[config.mk]
export PLATFORM = sky130hd
export DESIGN_NAME = marker_trace_splice_unit
export DESIGN_NICKNAME = d
export VERILOG_FILES = /design/src/rtl/mts_pkg.sv /design/src/rtl/mts_ram.sv /design/src/rtl/marker_trace_splice_unit.sv
export SDC_FILE = /design/constraint.sdc
export NUM_CORES = 2
export LEC_CHECK = 0
export BUFFER_PORTS_ARGS = -buffer_cell sky130_fd_sc_hd__buf_4
export CAP_MARGIN = 20
export CORE_MARGIN = 10
export CORE_UTILIZATION = 40
export DETAILED_ROUTE_END_ITERATION = 7
export PLACE_DENSITY = 0.56
export SETUP_SLACK_MARGIN = 0.4
export SLEW_MARGIN = 25
export SYNTH_ARGS = -nofsm -noshare
export SYNTH_HDL_FRONTEND = slang
export SYNTH_SLANG_ARGS = --single-unit
[constraint.sdc]
create_clock -name clk -period 16.4 [get_ports clk]
set_input_delay 3.28 -clock clk [delete_from_list [all_inputs] [get_ports clk]]
set_output_delay 3.28 -clock clk [all_outputs]
set_load 0.05 [all_outputs]
[src/rtl/mts_pkg.sv]
package mts_pkg;

    // Trace geometry
    localparam int TRACE_LEN = 64;
    localparam int IDX_W     = $clog2(TRACE_LEN);

    // Field widths
    localparam int DATA_W    = 32;
    localparam int TOL_W     = 31;
    localparam int CFG_IDX_W = 3;

    typedef logic [IDX_W-1:0]         idx_t;
    typedef logic signed [DATA_W-1:0] sample_t;

    localparam idx_t IDX_LAST = idx_t'(TRACE_LEN - 1);

    // Configuration register indexes
    typedef enum logic [CFG_IDX_W-1:0] {
        CFG_MARKER_LEVEL   = 3'd0,
        CFG_TOLERANCE      = 3'd1,
        CFG_USE_LAST_MATCH = 3'd2,
        CFG_MIN_START      = 3'd3,
        CFG_MAX_START      = 3'd4
    } cfg_reg_t;

    localparam sample_t MIN_START_RST = sample_t'(32'sh7FFF_FFFF);
    localparam sample_t MAX_START_RST = sample_t'(32'sh8000_0000);

    // Load and drain phases of one trace
    typedef enum logic {
        ST_LOAD,
        ST_DRAIN
    } state_t;

    // One buffered position: both candidate values
    typedef struct packed {
        sample_t repl;
        sample_t base;
    } pair_t;

    // One result item on its way out
    typedef struct packed {
        sample_t val;
        logic    last;
        sample_t mn;
        sample_t mx;
    } res_t;

endpackage

[src/rtl/mts_ram.sv]
module mts_ram #(
    parameter int WIDTH = 64,
    parameter int DEPTH = 64
) (
    input  logic                     clk,
    input  logic                     we,
    input  logic [$clog2(DEPTH)-1:0] waddr,
    input  logic [WIDTH-1:0]         wdata,
    input  logic [$clog2(DEPTH)-1:0] raddr,
    output logic [WIDTH-1:0]         rdata
);

    logic [WIDTH-1:0] mem [DEPTH];

    // Write port and registered read port
    always_ff @(posedge clk)
    begin
        if (we)
        begin
            mem[waddr] <= wdata;
        end
        rdata <= mem[raddr];
    end

endmodule

[src/rtl/marker_trace_splice_unit.sv]
// Marker trace splice unit.
// Input channel (in_valid/in_ready) takes one sample position per item: base,
// replacement and marker values plus trace_end. Samples of a trace are written
// into one buffer memory, one item per cycle, while the marker is compared
// with marker_level to record the first or last matching position.
// A trace closes on trace_end or on its TRACE_LEN-th sample; in_ready then
// drops and the buffer is read back, one position per cycle while the output
// stage has room, producing one result item per sample on the output channel
// (out_valid/out_ready). Positions from the match onward carry the replacement
// value. A trace is loaded completely before it is drained: the single buffer
// memory's write port serves loading and its read port serves drain, so no new
// sample is taken until the last read of the trace has been issued.
// A two-entry output stage (output register plus skid) absorbs the read
// latency; a stalled receiver holds the current item and pauses buffer reads.
// Configuration is to be written through cfg_we/cfg_index/cfg_data while idle;
// the block does not enforce this. Writing min_start or max_start also reloads
// the running minimum/maximum.
// Reset clears the trace state and returns registers to their reset values.
module marker_trace_splice_unit (
    input  logic                            clk,
    input  logic                            rst_n,
    input  logic                            cfg_we,
    input  logic [mts_pkg::CFG_IDX_W-1:0]   cfg_index,
    input  logic [mts_pkg::DATA_W-1:0]      cfg_data,
    input  logic                            in_valid,
    output logic                            in_ready,
    input  logic signed [mts_pkg::DATA_W-1:0] base_sample,
    input  logic signed [mts_pkg::DATA_W-1:0] replacement_sample,
    input  logic signed [mts_pkg::DATA_W-1:0] marker_sample,
    input  logic                            trace_end,
    output logic                            out_valid,
    input  logic                            out_ready,
    output logic signed [mts_pkg::DATA_W-1:0] spliced_sample,
    output logic                            last_of_trace,
    output logic signed [mts_pkg::DATA_W-1:0] running_min,
    output logic signed [mts_pkg::DATA_W-1:0] running_max
);

    import mts_pkg::*;

    // Configuration
    sample_t            marker_level_reg;
    logic [TOL_W-1:0]   tolerance_reg;
    logic               use_last_reg;

    // Trace control
    state_t  state_reg, state_next;
    idx_t    count_reg, count_next;
    idx_t    match_pos_reg, match_pos_next;
    logic    match_seen_reg, match_seen_next;
    idx_t    last_idx_reg, last_idx_next;
    idx_t    rd_idx_reg, rd_idx_next;

    // Read in flight
    logic    rd_pend_reg;
    logic    rd_repl_reg;
    logic    rd_last_reg;
    logic    issue;
    logic    issue_repl;
    logic    issue_last;

    // Running extremes
    sample_t min_reg;
    sample_t max_reg;

    // Output stage
    logic    out_valid_reg;
    logic    skid_valid_reg;
    res_t    out_reg;
    res_t    skid_reg;
    res_t    arr_res;

    logic    in_acc;
    logic    out_take;
    logic [1:0] occ;
    logic    space;

    logic signed [DATA_W:0] diff;
    logic [DATA_W:0]        mag;
    logic                   hit;
    logic                   take_match;

    pair_t   wr_pair;
    pair_t   rd_pair;
    sample_t arr_val;
    sample_t arr_min;
    sample_t arr_max;

    // Buffer memory
    assign wr_pair.repl = replacement_sample;
    assign wr_pair.base = base_sample;

    mts_ram #(
        .WIDTH ($bits(pair_t)),
        .DEPTH (TRACE_LEN)
    ) u_buf (
        .clk   (clk),
        .we    (in_acc),
        .waddr (count_reg),
        .wdata (wr_pair),
        .raddr (rd_idx_reg),
        .rdata (rd_pair)
    );

    // Marker compare, exact in one extra bit
    assign diff = {marker_sample[DATA_W-1], marker_sample}
                - {marker_level_reg[DATA_W-1], marker_level_reg};
    assign mag  = diff[DATA_W] ? (~diff + 1'b1) : diff;
    assign hit  = (mag <= {2'b00, tolerance_reg});
    assign take_match = hit && (use_last_reg || !match_seen_reg);

    assign in_ready = (state_reg == ST_LOAD);
    assign in_acc   = in_valid && in_ready;
    assign out_take = out_valid_reg && out_ready;

    // Issue a read only when the output stage is sure to have room
    assign occ   = {1'b0, out_valid_reg} + {1'b0, skid_valid_reg} + {1'b0, rd_pend_reg};
    assign space = (occ < 2'd2) || ((occ == 2'd2) && out_take);

    assign issue_repl = match_seen_reg && (rd_idx_reg >= match_pos_reg);
    assign issue_last = (rd_idx_reg == last_idx_reg);

    // Next state and trace bookkeeping
    always_comb
    begin
        state_next      = state_reg;
        count_next      = count_reg;
        match_pos_next  = match_pos_reg;
        match_seen_next = match_seen_reg;
        last_idx_next   = last_idx_reg;
        rd_idx_next     = rd_idx_reg;
        issue           = 1'b0;
        case (state_reg)
            ST_LOAD:
            begin
                if (in_acc)
                begin
                    if (take_match)
                    begin
                        match_pos_next  = count_reg;
                        match_seen_next = 1'b1;
                    end
                    if (trace_end || (count_reg == IDX_LAST))
                    begin
                        last_idx_next = count_reg;
                        rd_idx_next   = '0;
                        count_next    = '0;
                        state_next    = ST_DRAIN;
                    end
                    else
                    begin
                        count_next = count_reg + 1'b1;
                    end
                end
            end
            ST_DRAIN:
            begin
                if (space)
                begin
                    issue       = 1'b1;
                    rd_idx_next = rd_idx_reg + 1'b1;
                    if (issue_last)
                    begin
                        match_seen_next = 1'b0;
                        match_pos_next  = '0;
                        state_next      = ST_LOAD;
                    end
                end
            end
            default:
            begin
                state_next = ST_LOAD;
            end
        endcase
    end

    // Control registers
    always_ff @(posedge clk or negedge rst_n)
    begin
        if (!rst_n)
        begin
            state_reg      <= ST_LOAD;
            count_reg      <= '0;
            match_pos_reg  <= '0;
            match_seen_reg <= 1'b0;
            last_idx_reg   <= '0;
            rd_idx_reg     <= '0;
            rd_pend_reg    <= 1'b0;
            rd_repl_reg    <= 1'b0;
            rd_last_reg    <= 1'b0;
        end
        else
        begin
            state_reg      <= state_next;
            count_reg      <= count_next;
            match_pos_reg  <= match_pos_next;
            match_seen_reg <= match_seen_next;
            last_idx_reg   <= last_idx_next;
            rd_idx_reg     <= rd_idx_next;
            rd_pend_reg    <= issue;
            if (issue)
            begin
                rd_repl_reg <= issue_repl;
                rd_last_reg <= issue_last;
            end
        end
    end

    // Select value and fold it into the running extremes
    assign arr_val = rd_repl_reg ? rd_pair.repl : rd_pair.base;
    assign arr_min = (arr_val < min_reg) ? arr_val : min_reg;
    assign arr_max = (arr_val > max_reg) ? arr_val : max_reg;

    assign arr_res.val  = arr_val;
    assign arr_res.last = rd_last_reg;
    assign arr_res.mn   = arr_min;
    assign arr_res.mx   = arr_max;

    // Configuration registers and running extremes
    always_ff @(posedge clk or negedge rst_n)
    begin
        if (!rst_n)
        begin
            marker_level_reg <= '0;
            tolerance_reg    <= '0;
            use_last_reg     <= 1'b0;
            min_reg          <= MIN_START_RST;
            max_reg          <= MAX_START_RST;
        end
        else
        begin
            if (rd_pend_reg)
            begin
                min_reg <= arr_min;
                max_reg <= arr_max;
            end
            if (cfg_we)
            begin
                case (cfg_index)
                    CFG_MARKER_LEVEL:   marker_level_reg <= cfg_data;
                    CFG_TOLERANCE:      tolerance_reg    <= cfg_data[TOL_W-1:0];
                    CFG_USE_LAST_MATCH: use_last_reg     <= cfg_data[0];
                    CFG_MIN_START:      min_reg          <= cfg_data;
                    CFG_MAX_START:      max_reg          <= cfg_data;
                    default:            ;
                endcase
            end
        end
    end

    // Output stage valid flags
    always_ff @(posedge clk or negedge rst_n)
    begin
        if (!rst_n)
        begin
            out_valid_reg  <= 1'b0;
            skid_valid_reg <= 1'b0;
        end
        else if (!out_valid_reg || out_ready)
        begin
            if (skid_valid_reg)
            begin
                out_valid_reg  <= 1'b1;
                skid_valid_reg <= rd_pend_reg;
            end
            else
            begin
                out_valid_reg <= rd_pend_reg;
            end
        end
        else if (rd_pend_reg)
        begin
            skid_valid_reg <= 1'b1;
        end
    end

    // Output stage payload
    always_ff @(posedge clk)
    begin
        if (!out_valid_reg || out_ready)
        begin
            if (skid_valid_reg)
            begin
                out_reg  <= skid_reg;
                skid_reg <= arr_res;
            end
            else
            begin
                out_reg <= arr_res;
            end
        end
        else if (rd_pend_reg)
        begin
            skid_reg <= arr_res;
        end
    end

    assign out_valid      = out_valid_reg;
    assign spliced_sample = out_reg.val;
    assign last_of_trace  = out_reg.last;
    assign running_min    = out_reg.mn;
    assign running_max    = out_reg.mx;

endmodule

Word-level counts from Yosys, hierarchy flattened
Memory sizes are Yosys's and may differ from the RTL's. A register that Yosys moved wholly into a read port is not among the register bits.
Index checks and enable logic that the tools add are counted.
Operators by class
  $add $sub $neg: 6
  magnitude comparators: 5
  equal/unequal tests: 13
  mux-type cells: 42
  bitwise logic cells: 2
  reductions and logical operators: 21
Operators by type and width (number)
  two-way mux 97 bit: 4
  two-way mux 32 bit: 9
  two-way mux 6 bit: 8
  adder 33 x 1 -> 33 bit, second input constant: 1
  <= comparator 33 x 31 -> 1 bit: 1
  two-way mux 33 bit: 1
  NOT 33 bit: 1
  subtractor 32 x 32 -> 33 bit: 1
  > comparator 32 bit: 1
  < comparator 32 bit: 1
  one-hot mux 6 bit (2 select lines): 2
  two-way mux 1 bit: 16
  adder 6 x 1 -> 6 bit, second input constant: 2
  != test 2 x 1 -> 1 bit, second input constant: 5
  AND reduction 2 bit: 5
  == test 3 x 2 -> 1 bit, second input constant: 2
  == test 6 bit: 1
  == test 6 bit, second input constant: 1
  greater-or-equal comparator 6 bit: 1
  AND reduction 3 bit: 2
  logical AND 1 bit: 5
  logical OR 1 bit: 4
  one-hot mux 1 bit (2 select lines): 2
  AND reduction 4 bit: 1
  other kinds (11): 12
Storage, ports and cells
  register bits after elaboration: 353
  bits in writable memories: 4096
  bits of input ports: 137
  logic and storage cells: 114
  memories kept: 1
Memories
  u_buf.mem: words 64, width 64, rd ports 1, clocked after memory_dff 1, wr ports 1, RTL line mts_ram.sv:13  | logic [WIDTH-1:0] mem [DEPTH];

Longest topological paths before layout
  depth in word-level cells: 9
  mapped depth: 25

By module
A second synthesis with hierarchy kept.
Second synthesis, totals
  cells, all modules: 8513
  area, all modules: 176464.2 um^2
By module, submodules not included
  mts_ram: instances 1, cells each 6598, area an instance 156348.7 um^2, sequential area each 124279.2 um^2
  marker_trace_splice_unit: instances 1, cells each 1915, area an instance 20115.5 um^2, sequential area each 9844.4 um^2

Worst setup path before layout
OpenSTA, ideal clock, no wires.
  path kind: input-to-reg
  from: input port out_ready
  to: register skid_reg[0] (netlist name) (enable)
  setup time: 0.686 ns
  data arrival time: 11.851 ns
  required time: 15.714 ns
  path slack: 3.863 ns
  cell stages on the path: 3
  path buffers: 0
  cells stage by stage: nor2b_1 > inv_1 > o21ai_0
On the way
  word-level cells in the longest chain between the ends: 3
Ends and longest elaborated chain
  from (decl): RTL line marker_trace_splice_unit.sv:32  | input logic out_ready,
  logical OR 1 bit *: RTL line marker_trace_splice_unit.sv:280  | if (!out_valid_reg || out_ready)
  != test 2 bit (no source line) / nonzero test 2 bit (equally long branches)
  AND reduction 2 bit (no source line) *
  to (signal assigned): RTL line marker_trace_splice_unit.sv:285  | skid_reg <= arr_res;
  to (signal assigned): RTL line marker_trace_splice_unit.sv:294  | skid_reg <= arr_res;
  to (decl): RTL line marker_trace_splice_unit.sv:70  | res_t skid_reg;
Every way passes the cells marked *; elsewhere a longest branch is shown, timed or not.
A chain may end at the register's enable or synchronous reset.

Final worst setup path
  from: input port marker_sample[0] (netlist name)
  to: register match_pos_reg[2]
On the way
  word-level cells in the longest chain between the ends: 8
Ends and longest elaborated chain
  from (decl): RTL line marker_trace_splice_unit.sv:29  | input logic signed [mts_pkg::DATA_W-1:0] marker_sample,
  subtractor 32 x 32 -> 33 bit *: RTL line marker_trace_splice_unit.sv:107  | - {marker_level_reg[DATA_W-1], marker_level_reg};
  NOT 33 bit: RTL line marker_trace_splice_unit.sv:108  | assign mag = diff[DATA_W] ? (~diff + 1'b1) : diff;
  adder 33 x 1 -> 33 bit: RTL line marker_trace_splice_unit.sv:108
  two-way mux 33 bit *: RTL line marker_trace_splice_unit.sv:108
  <= comparator 33 x 31 -> 1 bit *: RTL line marker_trace_splice_unit.sv:109  | assign hit = (mag <= {2'b00, tolerance_reg});
  logical AND 1 bit *: RTL line marker_trace_splice_unit.sv:110  | assign take_match = hit && (use_last_reg || !match_seen_reg);
  != test 2 x 1 -> 1 bit (no source line) *
  AND reduction 4 bit (no source line) *
  to (signal assigned): RTL line marker_trace_splice_unit.sv:196  | match_pos_reg <= match_pos_next;
  to (decl): RTL line marker_trace_splice_unit.sv:49  | idx_t match_pos_reg, match_pos_next;
Marked as above.

==> key figures <==
Global route
  • Vias in the first global route: 88400
  • GR Layer Usage met1: 0.304
  • Initial antenna violation count: 55
  • Largest net degree at the start of global routing: 126
  • GR Util met3: 0.0342
  • Gr ovfl total: 0
  • Most used routing layer: met2
  • Tot GR Track Use: 0.213
  • M2 GR Usage: 0.345
  • First-pass GRT wire length: 716000 µm

Worst setup path
  • Crit. End Element: register
  • WP data arrival: 9.76 ns
  • Worst Path Required: 17.28 ns
  • Crit start category: input port
  • CP Max Fanout: 7
  • Critical path class: input port to register
  • Reg-to-reg setup timing slack: 9.56 ns

Timing
  • Final worst slack: 7.52 ns
  • Relative slew slack: 0.245
  • Hold_ws: 0.488 ns
  • Hold Fails Final Rpt: 0
  • Clock skew: 0.0630 ns
  • Final Cycle Share: 0.541
  • Min Tclk post-route: 8.88 ns
  • Setup-failing EPs final: 0
  • Slew Limit Fails: 0
  • RSZ-0062 raised after global routing: false
  • Upper clock frequency limit: 113 MHz
  • Actual slew at the worst max-slew pin: 1.13 ns
  • Final TNS setup: 0 ns

Synth
  • Cells after synthesis: 8041
  • Post-synthesis sequential area ratio: 0.758
  • Synth unique cells: 85
  • Flops & latches, synth: 4513
  • Main flop type after synthesis: edfxtp_1
  • EDFF count, synth: 4290
  • Yosys warns: 0
  • Fraction of registers with async set/reset: 0.0352
  • Post-synthesis cell area: 177000 µm²
  • Syn nets: 8315
  • Syn Area/Cell: 22.0 µm²

Route
  • Routed WL: 512000 µm
  • Detailed-route via count: 88200
  • Post-route ant nets: 1
  • DRC Markers: 0
  • Via density per instance: 5.93
  • DRT iter0 DRCs: 10500
  • Wire length per cell: 34.4 µm
  • Pre-antenna DRT Iters: 5

Floorplanning
  • I/O pins: 236
  • Row cnt: 244
  • Die Height: 685 µm
  • Core Region: 441000 µm²
  • Initial Util: 0.401
  • Die Wd: 685 µm
  • Die footprint: 469000 µm²

Min path
  • Min-Delay Path Class: register to register

Clock network
  • Worst skew pair latency: 1.01 ns
  • # H-tree levels: 5
  • Setup Buffers After CTS: 0
  • Post_cts resized: 0
  • Clock Tree Buf Depth: 4
  • Post-CTS Hold Buffers: 0
  • Root Buffer: clkbuf_16
  • Clock Sinks: 4513
  • TritonCTS clock tree: done
  • Num CTS Buffers: 460
  • CTS clk-pin slew, worst paths: 0.06 ns

Layout
  • Number of fill cells: 36500
  • Share of cells above drive strength 1: 0.300
  • Register area: 134000 µm²
  • Max reg flops: 4096
  • Area occupied by multi-input gates: 41100 µm²
  • Area growth syn-to-layout: 14.3%
  • # nets final: 8817

Pwr
  • Power Density: 171 nW/µm²
  • Leak: 63.2 nW
  • Peak VDD IR: 0.143 mV

Placement
  • Port-buffer cells: 235
  • Pre-CTS WS: 6.47 ns
  • Post-DP HPWL: 288000 µm
  • GP Congestion: 0.831

Run
  • Max cap viols: 0

Run status
  • Status: finished with violations
  • Violated checks: antenna rules
[metrics by stage]
step / power, mW / util / instance area (µm²) / cells
global route: 35.8 / 0.458 / 202000 / 14900
finish: 34.5 / 0.458 / 202000 / 14900
floorplan: 20.7 / - / 177000 / 8041
CTS: 34.8 / 0.458 / 202000 / 14900
detailed placement: 24.4 / 0.424 / 187000 / 14000
global placement: 24.3 / 0.423 / 187000 / 14000
[layout make-up]
class                      instances  area share
clock buffer                     579      0.0605
sequential                      4513       0.664
multi-input combinational       2957       0.203
clock inverter                   289      0.0138
timing repair buffer             451      0.0188
antenna                           21    0.000260
tap                             5904      0.0365
inverter                         160     0.00298
[placed cells by master (no fill, tap or decap), types with 20 or more instances in the layout]
master / count
a21o_1: 42
a21oi_1: 128
buf_4: 420
bufinv_16: 39
clkbuf_1: 95
clkbuf_16: 462
clkbuf_8: 22
clkinv_1: 103
clkinv_2: 93
clkinvlp_4: 20
dfrtp_1: 119
dfstp_2: 32
dfxtp_1: 64
diode_2: 21
edfxtp_1: 4290
ha_1: 135
inv_1: 159
mux2_2: 73
mux2i_1: 42
mux4_2: 1344
nand2_1: 272
nand3_1: 33
nand4_1: 28
nor2_1: 161
nor2_4: 65
nor3_1: 112
o21ai_0: 156
o31ai_1: 104
xnor2_1: 28
xor2_1: 22
[Yosys cell counts, types with 99 or more instances]
cell type  number  area share
o31ai_1       104      0.0044
clkbuf_1      306      0.0065
o21ai_0       157      0.0044
buf_1          99      0.0021
edfxtp_1     4290        0.73
nor3_1        113      0.0032
ha_1          135      0.0096
a21oi_1       131      0.0037
inv_1         160      0.0034
mux4_2       1344        0.17
dfrtp_1       127       0.018
nand2_1       272      0.0058
nor2_1        227      0.0048
[worst max-delay path, cell delays in order]
cell,delay (ns)
buf_4,0.08
inv_1,0.06
ha_1,0.23
fa_1,0.41
nor2b_1,0.22
o2111ai_2,0.22
a211oi_2,0.50
o21ai_0,0.20
a222oi_1,0.65
nand4_1,0.39
or3_1,0.45
nor2_1,0.33
a31oi_1,0.16
xnor2_1,0.15
ha_1,0.30
and3_1,0.20
nand4_1,0.22
nor4_1,0.62
a21oi_1,0.17
o22ai_1,0.17
a31oi_1,0.11
a31oi_4,0.37
mux2i_1,0.24
[layer usage]
metal	up-vias	share of wire
met3	756	0.077
met2	3964	0.48
met1	48500	0.41
met4	22	0.027
li1	34900	-
met5	-	0.00027
[final timing paths]
kind | startpoint | to | cells past startpoint
max | marker_sample[0] | match_pos_reg[2]$_DFFE_PN0P_ | 23
min | skid_reg[40]$_DFFE_PP_ | running_min[8]$_DFFE_PN_ | 2
max reg2reg | marker_level_reg[0]$_DFFE_PN0P_ | match_pos_reg[2]$_DFFE_PN0P_ | 21
min reg2reg | skid_reg[40]$_DFFE_PP_ | running_min[8]$_DFFE_PN_ | 2
max in group asynchronous | rst_n | rd_idx_reg[1]$_DFFE_PN0P_ | 2
min in group asynchronous | rst_n | marker_level_reg[8]$_DFFE_PN0P_ | 1
[where the power goes]
group / leakage (nW) / total [mW] / switching [mW] / internal (mW)
Clock: 7.31 / 10.4 / 4.50 / 5.91
Combinational: 14.8 / 10.2 / 5.94 / 4.23
Sequential: 41.1 / 13.9 / 0.443 / 13.5
[kinds of logic (layout without fill, tap and decap cells)]
family                   count (synthesis)  after routing  synth area share
XOR/XNOR                                51             51           0.00257
flip-flops                            4513           4513             0.758
AO/OA/AOI/OAI                          541            541            0.0194
other                                    0             21                 0
multiplexers                          1459           1459             0.178
adder cells (fa/ha/maj)                138            138           0.00983
AND/OR/NAND/NOR                        768            768            0.0194
buffers and inverters                  571           1479            0.0122
Note: power is estimated with default switching activity, not from simulation.
